**config.mk**
```make
export PLATFORM = sky130hd
export DESIGN_NAME = led_mode_key_controller
export DESIGN_NICKNAME = d
export VERILOG_FILES = /design/src/rtl/lmkc_pkg.sv /design/src/rtl/led_mode_key_controller.sv /design/src/rtl/lmkc_core.sv
export SDC_FILE = /design/constraint.sdc
export NUM_CORES = 1
export LEC_CHECK = 0
export ABC_CLOCK_PERIOD_IN_PS = 7700
export CORE_ASPECT_RATIO = 2
export CORE_MARGIN = 10
export CORE_UTILIZATION = 60
export CTS_BUF_LIST = sky130_fd_sc_hd__clkbuf_2
export CTS_CLUSTER_DIAMETER = 40
export DETAILED_ROUTE_END_ITERATION = 12
export DONT_BUFFER_PORTS = 1
export PLACE_DENSITY = 0.84
export SLEW_MARGIN = 10
export SYNTH_ARGS = -nofsm -noshare
export SYNTH_HDL_FRONTEND = slang
export SYNTH_HIERARCHICAL = 1
export SYNTH_SLANG_ARGS = --single-unit
```
**constraint.sdc**
```tcl
create_clock -name aclk -period 7.7 [get_ports aclk]
set_input_delay 2.31 -clock aclk [delete_from_list [all_inputs] [get_ports aclk]]
set_output_delay 2.31 -clock aclk [all_outputs]
set_load 0.02 [all_outputs]
```
**src/rtl/lmkc_pkg.sv**
```systemverilog
// ----------------------------------------------------------------------------
// lmkc_pkg
// Types and constants of the LED mode key controller.
// ----------------------------------------------------------------------------
package lmkc_pkg;

    localparam int CFG_ADDR_W = 8;
    localparam int CFG_DATA_W = 16;

    localparam logic [CFG_ADDR_W-1:0] CFG_LONG_PRESS   = 8'd0;
    localparam logic [CFG_ADDR_W-1:0] CFG_CHASE_PERIOD = 8'd1;
    localparam logic [CFG_ADDR_W-1:0] CFG_BREATH_STEP  = 8'd2;
    localparam logic [CFG_ADDR_W-1:0] CFG_BRIGHT_STEPS = 8'd3;

    localparam logic [15:0] LONG_PRESS_RST   = 16'd1000;
    localparam logic [15:0] CHASE_PERIOD_RST = 16'd300;
    localparam logic [15:0] BREATH_STEP_RST  = 16'd10;
    localparam logic [6:0]  BRIGHT_STEPS_RST = 7'd100;

    localparam logic [3:0] ALL_LEDS = 4'hF;

    typedef enum logic [1:0] {
        MODE_STANDBY = 2'd0,
        MODE_CHASE   = 2'd1,
        MODE_BREATH  = 2'd2
    } mode_t;

    typedef struct packed {
        logic [15:0] long_press_ms;
        logic [15:0] chase_period_ms;
        logic [15:0] breath_step_ms;
        logic [6:0]  brightness_steps;
    } lmkc_cfg_t;

    typedef struct packed {
        mode_t       mode;
        logic        key_prev;
        logic        long_reported;
        logic [31:0] press_time;
        logic [31:0] chase_time;
        logic [1:0]  chase_index;
        logic [6:0]  glow_level;
        logic        breath_rising;
        logic [31:0] breath_time;
        logic [6:0]  pwm_phase;
        logic [3:0]  pin_levels;
    } lmkc_state_t;

    typedef struct packed {
        mode_t      mode;
        logic       beep;
        logic [3:0] led_pins;
    } lmkc_result_t;

endpackage

```
**src/rtl/led_mode_key_controller.sv**
```systemverilog
// ----------------------------------------------------------------------------
// led_mode_key_controller
// Key driven LED mode controller with chase and breathing effects.
// ----------------------------------------------------------------------------
// Usage:
//   s_ channel: one transfer per control pass, carrying the key level and the
//   millisecond time. m_ channel: one result transfer per input transfer with
//   the held LED pins, the beep request and the mode after that pass.
//   cfg channel: register writes (index 0 long press, 1 chase period,
//   2 breath step, 3 brightness steps), always ready; the user must write
//   registers only while idle; the block itself does not enforce it. A
//   pass goes through the input register, then the result register.
//   Throughput: one transfer per cycle unless stalled; the state update is a
//   single pass of compares and counters between input and result registers.
//   Reset: synchronous active low aresetn empties both registers, returns to
//   standby with all LEDs off and loads the default register values.
//   Stall: while m_tready is low the result holds; at most one more input
//   transfer is taken into the input register, after which s_tready drops.
// ----------------------------------------------------------------------------
module led_mode_key_controller (
    input  logic                              aclk,
    input  logic                              aresetn,
    // s_tdata: key_pressed [0], now_ms [32:1], zero fill [39:33]
    input  logic                              s_tvalid,
    output logic                              s_tready,
    input  logic [39:0]                       s_tdata,
    // m_tdata: led_pins [3:0], beep [4], mode [6:5], zero fill [7]
    output logic                              m_tvalid,
    input  logic                              m_tready,
    output logic [7:0]                        m_tdata,
    input  logic                              cfg_valid,
    output logic                              cfg_ready,
    input  logic [lmkc_pkg::CFG_ADDR_W-1:0]   cfg_addr,
    input  logic [lmkc_pkg::CFG_DATA_W-1:0]   cfg_data
);
    import lmkc_pkg::*;

    logic         in_valid_reg;
    logic         in_key_reg;
    logic [31:0]  in_now_reg;
    logic         out_valid_reg;
    lmkc_result_t out_data_reg;
    lmkc_result_t result;
    lmkc_cfg_t    cfg_reg;
    logic         step;

    assign step      = in_valid_reg && (!out_valid_reg || m_tready);
    assign s_tready  = !in_valid_reg || step;
    assign cfg_ready = 1'b1;

    always_ff @(posedge aclk) begin
        if (!aresetn) begin
            cfg_reg.long_press_ms    <= LONG_PRESS_RST;
            cfg_reg.chase_period_ms  <= CHASE_PERIOD_RST;
            cfg_reg.breath_step_ms   <= BREATH_STEP_RST;
            cfg_reg.brightness_steps <= BRIGHT_STEPS_RST;
        end else if (cfg_valid) begin
            case (cfg_addr)
                CFG_LONG_PRESS:   cfg_reg.long_press_ms    <= cfg_data;
                CFG_CHASE_PERIOD: cfg_reg.chase_period_ms  <= cfg_data;
                CFG_BREATH_STEP:  cfg_reg.breath_step_ms   <= cfg_data;
                CFG_BRIGHT_STEPS: cfg_reg.brightness_steps <= cfg_data[6:0];
                default: ;
            endcase
        end
    end

    always_ff @(posedge aclk) begin
        if (!aresetn) begin
            in_valid_reg <= 1'b0;
        end else if (s_tready) begin
            in_valid_reg <= s_tvalid;
        end
    end

    always_ff @(posedge aclk) begin
        if (s_tvalid && s_tready) begin
            in_key_reg <= s_tdata[0];
            in_now_reg <= s_tdata[32:1];
        end
    end

    always_ff @(posedge aclk) begin
        if (!aresetn) begin
            out_valid_reg <= 1'b0;
        end else if (step) begin
            out_valid_reg <= 1'b1;
        end else if (m_tready) begin
            out_valid_reg <= 1'b0;
        end
    end

    always_ff @(posedge aclk) begin
        if (step) begin
            out_data_reg <= result;
        end
    end

    lmkc_core u_core (
        .aclk        (aclk),
        .aresetn     (aresetn),
        .step        (step),
        .key_pressed (in_key_reg),
        .now_ms      (in_now_reg),
        .cfg         (cfg_reg),
        .result      (result)
    );

    assign m_tvalid = out_valid_reg;
    assign m_tdata  = {1'b0, out_data_reg.mode, out_data_reg.beep, out_data_reg.led_pins};

endmodule

```
**src/rtl/lmkc_core.sv**
```systemverilog
// ----------------------------------------------------------------------------
// lmkc_core
// Key handling and light effect state, one update per transfer.
// ----------------------------------------------------------------------------
module lmkc_core (
    input  logic                  aclk,
    input  logic                  aresetn,
    input  logic                  step,
    input  logic                  key_pressed,
    input  logic [31:0]           now_ms,
    input  lmkc_pkg::lmkc_cfg_t   cfg,
    output lmkc_pkg::lmkc_result_t result
);
    import lmkc_pkg::*;

    lmkc_state_t st_reg;
    lmkc_state_t st_next;

    always_ff @(posedge aclk) begin
        if (!aresetn) begin
            st_reg <= '{mode: MODE_STANDBY, breath_rising: 1'b1, default: '0};
        end else if (step) begin
            st_reg <= st_next;
        end
    end

    always_comb begin
        logic        rise;
        logic        beep;
        logic [31:0] hold_ms;
        logic [31:0] chase_ms;
        logic [31:0] breath_ms;
        logic [6:0]  phase;

        st_next = st_reg;
        beep    = 1'b0;

        // key handling
        rise = key_pressed && !st_reg.key_prev;
        if (rise) begin
            st_next.press_time    = now_ms;
            st_next.long_reported = 1'b0;
        end
        hold_ms = now_ms - st_next.press_time;
        if (key_pressed && !st_next.long_reported &&
                hold_ms >= {16'd0, cfg.long_press_ms}) begin
            st_next.mode          = MODE_CHASE;
            st_next.long_reported = 1'b1;
            beep                  = 1'b1;
        end
        if (!key_pressed && st_reg.key_prev && !st_next.long_reported) begin
            st_next.mode = (st_next.mode == MODE_BREATH) ? MODE_CHASE : MODE_BREATH;
            beep         = 1'b1;
        end

        // light effect
        chase_ms  = now_ms - st_reg.chase_time;
        breath_ms = now_ms - st_reg.breath_time;
        phase     = st_reg.pwm_phase + 7'd1;
        case (st_next.mode)
            MODE_CHASE: begin
                if (chase_ms >= {16'd0, cfg.chase_period_ms}) begin
                    st_next.chase_time  = now_ms;
                    st_next.pin_levels  = 4'b0001 << st_reg.chase_index;
                    st_next.chase_index = st_reg.chase_index + 2'd1;
                end
            end
            MODE_BREATH: begin
                if (breath_ms >= {16'd0, cfg.breath_step_ms}) begin
                    st_next.breath_time = now_ms;
                    if (st_reg.breath_rising) begin
                        if (st_reg.glow_level < cfg.brightness_steps) begin
                            st_next.glow_level = st_reg.glow_level + 7'd1;
                        end else begin
                            st_next.breath_rising = 1'b0;
                        end
                    end else begin
                        if (st_reg.glow_level != 7'd0) begin
                            st_next.glow_level = st_reg.glow_level - 7'd1;
                        end else begin
                            st_next.breath_rising = 1'b1;
                        end
                    end
                end
                if (phase >= cfg.brightness_steps) begin
                    phase = 7'd0;
                end
                st_next.pwm_phase  = phase;
                st_next.pin_levels = (phase < st_next.glow_level) ? ALL_LEDS : 4'd0;
            end
            default: begin
                st_next.pin_levels = 4'd0;
            end
        endcase

        st_next.key_prev = key_pressed;

        result.led_pins = st_next.pin_levels;
        result.beep     = beep;
        result.mode     = st_next.mode;
    end

endmodule

```
Word level (Yosys, flattened, before mapping)
Index checks and enable logic that the tools add are counted.
- add/subtract/negate cells: 7
- $lt $le $gt $ge: 6
- eq/ne operators: 7
- shift operators: 1
- multiplexer cells: 20
- reductions and logical operators: 25
- operators with widths (operator ; number):
    $ge 32x16->1 ; 3
    $sub 32x32->32 ; 3
    $mux 40 ; 2
    $mux 33 ; 1
    $mux 7 ; 4
    $eq 8x2->1 const B ; 2
    $add 7x1->7 const B ; 2
    $lt 7x7->1 ; 2
    $reduce_and 2->1 ; 5
    $eq 8x1->1 const B ; 1
    $logic_not 8->1 ; 1
    $mux 4 ; 2
    $mux 8 ; 1
    $pmux 4 s2 ; 1
    $ge 7x7->1 ; 1
    $logic_and 1x1->1 ; 7
    $reduce_bool 7->1 ; 1
    $sub 7x1->7 const B ; 1
    $logic_not 1->1 ; 6
    $mux 1 ; 6
    $mux 2 ; 3
    $reduce_and 3->1 ; 2
    $eq 2x2->1 const B ; 2
    $shl 1x2->4 const A ; 1
    5 further kinds ; 6
- flip-flop bits (word level): 218
- input bits: 69
- output and inout port bits: 11
- word-level logic and storage cells: 88

Longest topological paths before layout
- depth in word-level cells: 15
- gate-level depth with buffers: 38
- gate-level depth less buffers: 33

By module
The synthesis kept the hierarchy.
- by module, submodules not included (module ; instances ; cells an instance ; area each (µm²) ; sequential area each (µm²)):
    lmkc_core ; 1 ; 1800 ; 13420.4 ; 2422.3
    led_mode_key_controller ; 1 ; 263 ; 3478.3 ; 2342.2

Worst setup path before layout
No wires, ideal clock.
- path kind: flip-flop to flip-flop
- start point: register u_core/st_reg[118] in the netlist's numbering
- end point: register out_data_reg (netlist bit m_tdata[0]) (data pin)
- library setup time: 0.125 ns
- data arrival time: 6.570 ns
- required time: 7.575 ns
- setup slack: 1.005 ns
- cell stages (with the launch flop): 35
- path buffers: 8
- clock period less this slack: 6.695 ns
- path through: dfxtp_1 -> buf_2 -> nor2b_1 -> buf_2 -> clkbuf_1 -> buf_1 -> clkbuf_1 -> mux2i_1 -> ha_1 -> a21oi_1 -> o31ai_1 -> a21oi_1 -> o21ai_0 -> xor2_1 -> ha_1 -> a221oi_1 -> nand4_1 -> nor4_1 -> o31ai_1 -> nor4_1 -> nand4_1 -> or4_1 -> clkbuf_1 -> o211ai_1 -> ha_1 -> clkbuf_1 -> nand3b_1 -> a211oi_1 -> o31ai_1 -> nor2_1 -> nand2_1 -> o21ai_0 -> nor3_1 -> a21oi_1 -> buf_4
- RTL lines (what ; line ; RTL):
    from (decl) ; lmkc_core.sv:16 ; lmkc_state_t st_reg;
    from (signal assigned) ; lmkc_core.sv:23 ; st_reg <= st_next;
    to (signal assigned) ; led_mode_key_controller.sv:95 ; out_data_reg <= result;
    to (decl) ; led_mode_key_controller.sv:42 ; lmkc_result_t out_data_reg;

==> out/qor.txt <==
Max FFs per register = 121
FF/Latch Area = 4760 sq um
Top cell type's share of synthesized area = 21.1%
Critical Path Source Type = register
Drt first pass iters = 5
Crit path launch = in_now_reg[4]
R2R cell count = 28
Leakage = 7.48 nW
Post-layout util = 63.5%
Sequential area share after synthesis = 28.2%
End of the critical path = m_tdata[1]
WS Path Type = register to register
Total CTS buffers = 53
Cell mode on critical path = o21ai_0
Starting Density = 61.1%
Worst Path Buf+Inv = 0
GP Congestion = 1.00
Number of global-route vias before repair = 15,447
Vias = 15,314
YS warnings = 6
Mux share of post-synthesis cell area = 9.28%
Post-Synthesis Cells = 2,063
Worst hold-check path type = register to register
RSZ-0062 raised after global routing = no
Fin crit share = 92.8%
Worst hold slack = 463 ps
Synth Area in Adders = 12.3%
Core area = 27,700 sq um
Die W = 139 um
Die area = 35,700 sq um
WL final = 50,100 um
XOR/XNOR Fraction of Synth Area = 3.99%
Achievable frequency = 0.140 GHz
Hold Crit Start = u_core/st_reg[100]
CP arrival = 7880 ps
Finished Layout Cells = 2,434
Worst Clk Skew = 99.4 ps
R2r startpoint = in_now_reg[4]
Worst path depth = 28
Mapped Nets = 2,293
Setup slack at placement = 487 ps
Max_cap viols = 0
Synth async-reset ratio = 0%
Post-CTS Hold Buffers = 0
CTS clock-pin slew for the worst setup and hold paths = 110 ps
CTS max path bufs = 3
Hold Fails Final Rpt = 0
Synth Flop Type = dfxtp_1
CTS tree = built
Outcome = finished, final reports clean
Layout Area Growth over Synthesis = 3.91%
Largest net degree at the start of global routing = 93
Vias/cell = 6.29
Layout cells sized above 1 = 7.64%
Largest stage delay, worst path = 640 ps
Site row count = 86
Compound-gate portion of the synthesized area = 20.3%
Antenna violations before repair = 1
H-tree lvl count = 2
Iter 0 DRT Violations = 840
RR Endpoint = m_tdata[1]
Final Max Tran Viols = 0
Slew HR = 19.2%
Maximum vdd drop = 0.000138 V
DRC = 0
Netlist cell types = 97
CP Data Required Time = 8440 ps
Crit-path slowest cell = o21ai_0
Fin nets = 2,269
Combinational family with the most area after synthesis = compound AO/OA/AOI/OAI gates
Detailed Place HPWL = 38,500 um
Remaining global-route overflow = 0
CTS Sinks = 218
DP Cell Count = 2,336
Register bit total from synthesis = 218
Setup Viol. Count Final = 0
Crit path max fanout = 7
Final min period = 7140 ps
Wire length of the first global-routing pass = 78,600 um
Syn Std Cell Area = 16,900 sq um
Worst-Margin Slew = 1210 ps
ANT nets after route = 0
Average cell area after synthesis = 8.19 sq um
Routed WL per cell = 20.6 um
CP endpoint kind = register
Clock root buffer = clkbuf_2
Leading area contributor after synthesis = dfxtp_1
Area of the multi-input gates = 11,000 sq um
Buffers on Ports = 0
Setup_tns = 0 ps
Fillers = 2,419
GR Util All Layers = 26.9%
Skew-Pair Late Insertion Delay = 960 ps
Die height = 257 um
Power per Cell Area = 162 nW/um^2
Dominant cells by area after synthesis = dfxtp_1 (21%), ha_1 (12%), mux2i_1 (8.9%)
Simple-gate share of the synthesized area = 19.0%
Crit-path leading delay family = compound AO/OA/AOI/OAI gates
Post-route setup slack = 557 ps
I/O pin cnt = 80
Flop-to-flop setup slack = 560 ps
Number of synthesized flops with an enable pin = 40
==> per-layer routing <==
| metal | global-route usage, % | vias to the layer above | share of wire (%) |
|---|---|---|---|
| met5 | 0 | - | 0 |
| met4 | 22.8 | 0 | 9.2 |
| met3 | 4.22 | 219 | 4.6 |
| met2 | 50.3 | 523 | 52 |
| met1 | 24.6 | 7220 | 34 |
| li1 | - | 7352 | - |
==> worst min-delay path by stage <==
stage / slack [ps] / end / depth (start not counted)
4_1_cts: 470 / u_core/st_reg[100] / 2
2_1_floorplan: 430 / cfg_reg[40] / 2
3_5_place_dp: 450 / u_core/st_reg[98] / 2
5_1_grt: 490 / u_core/st_reg[111] / 2
3_3_place_gp: 440 / u_core/st_reg[108] / 2
6_report: 460 / u_core/st_reg[100] / 2
==> where the power goes <==
| group | internal [mW] | switching, mW | leakage (nW) | total [mW] |
|---|---|---|---|---|
| combinational | 0.287 | 0.453 | 5.26 | 0.740 |
| sequential | 1.19 | 0.0433 | 1.83 | 1.24 |
| clock | 0.359 | 0.516 | 0.393 | 0.875 |
| total | 1.84 | 1.01 | 7.48 | 2.85 |
==> placed cells by master, fill, tap and decap left out, types with 49 or more instances in the layout <==
cell type  instances
clkbuf_2          71
inv_1            158
dfxtp_1          178
nor2b_1           49
a21o_1            50
nor2_1           164
o21ai_0           88
ha_1             159
a21oi_1          149
mux2i_1          151
nand2_1          228
==> through the flow <==
stage	instance area (sq um)	power, mW
2_1_floorplan	16900	1.80
3_3_place_gp	17000	1.97
3_5_place_dp	17000	1.98
4_1_cts	17500	2.86
5_1_grt	17600	3.00
6_report	17600	2.85
==> synth_stat cells, types with 11 or more instances <==
cell type / number
nand2_1: 228
dfxtp_1: 178
nor2_1: 165
ha_1: 159
inv_1: 158
mux2i_1: 151
a21oi_1: 149
o21ai_0: 88
clkbuf_1: 62
nor2b_1: 51
a21o_1: 50
nand3_1: 48
xnor2_1: 43
edfxtp_1: 40
nor3_1: 37
xor2_1: 34
a211oi_1: 30
nand4_1: 28
nand2b_1: 27
o21a_1: 20
a31oi_1: 16
and2_1: 16
buf_6: 16
and3_1: 15
o211ai_1: 15
o31ai_1: 14
buf_4: 11
nor4_1: 11
==> cell type report <==
class	instances	share of cell area, %
multi-input combinational	1584	62.7
antenna	1	0.0143
clock inverter	26	1.08
clock buffer	71	2.02
inverter	160	3.43
sequential	218	27.1
timing repair buffer	22	1.08
tap	352	2.51
==> timing repair <==
item / 4_1_cts / 5_1_grt
resized for setup: 0 / 4
setup endpoints to repair: 0 / 12
setup buffers: 0 / 0
==> worst reg2reg max path: cells and delay by family, from the launching register on <==
kind | cells | cell delay (ps)
xor gates and xnor gates | 1 | 170
adders and majority gates | 3 | 1080
and+or+nand+nor | 10 | 2000
AOI/OAI and AO/OA | 14 | 3220
DFF | 1 | 520
==> cell families (layout without fill, tap and decap cells) <==
logic type | count (synthesis) | count (layout)
and+or+nand+nor | 672 | 672
AOI/OAI and AO/OA | 511 | 511
buffers and inverters | 261 | 279
DFF | 218 | 218
adders and majority gates | 166 | 166
muxes | 156 | 156
xor gates and xnor gates | 77 | 77
other | 2 | 3
No activity file was read; power rests on OpenSTA's default activity.
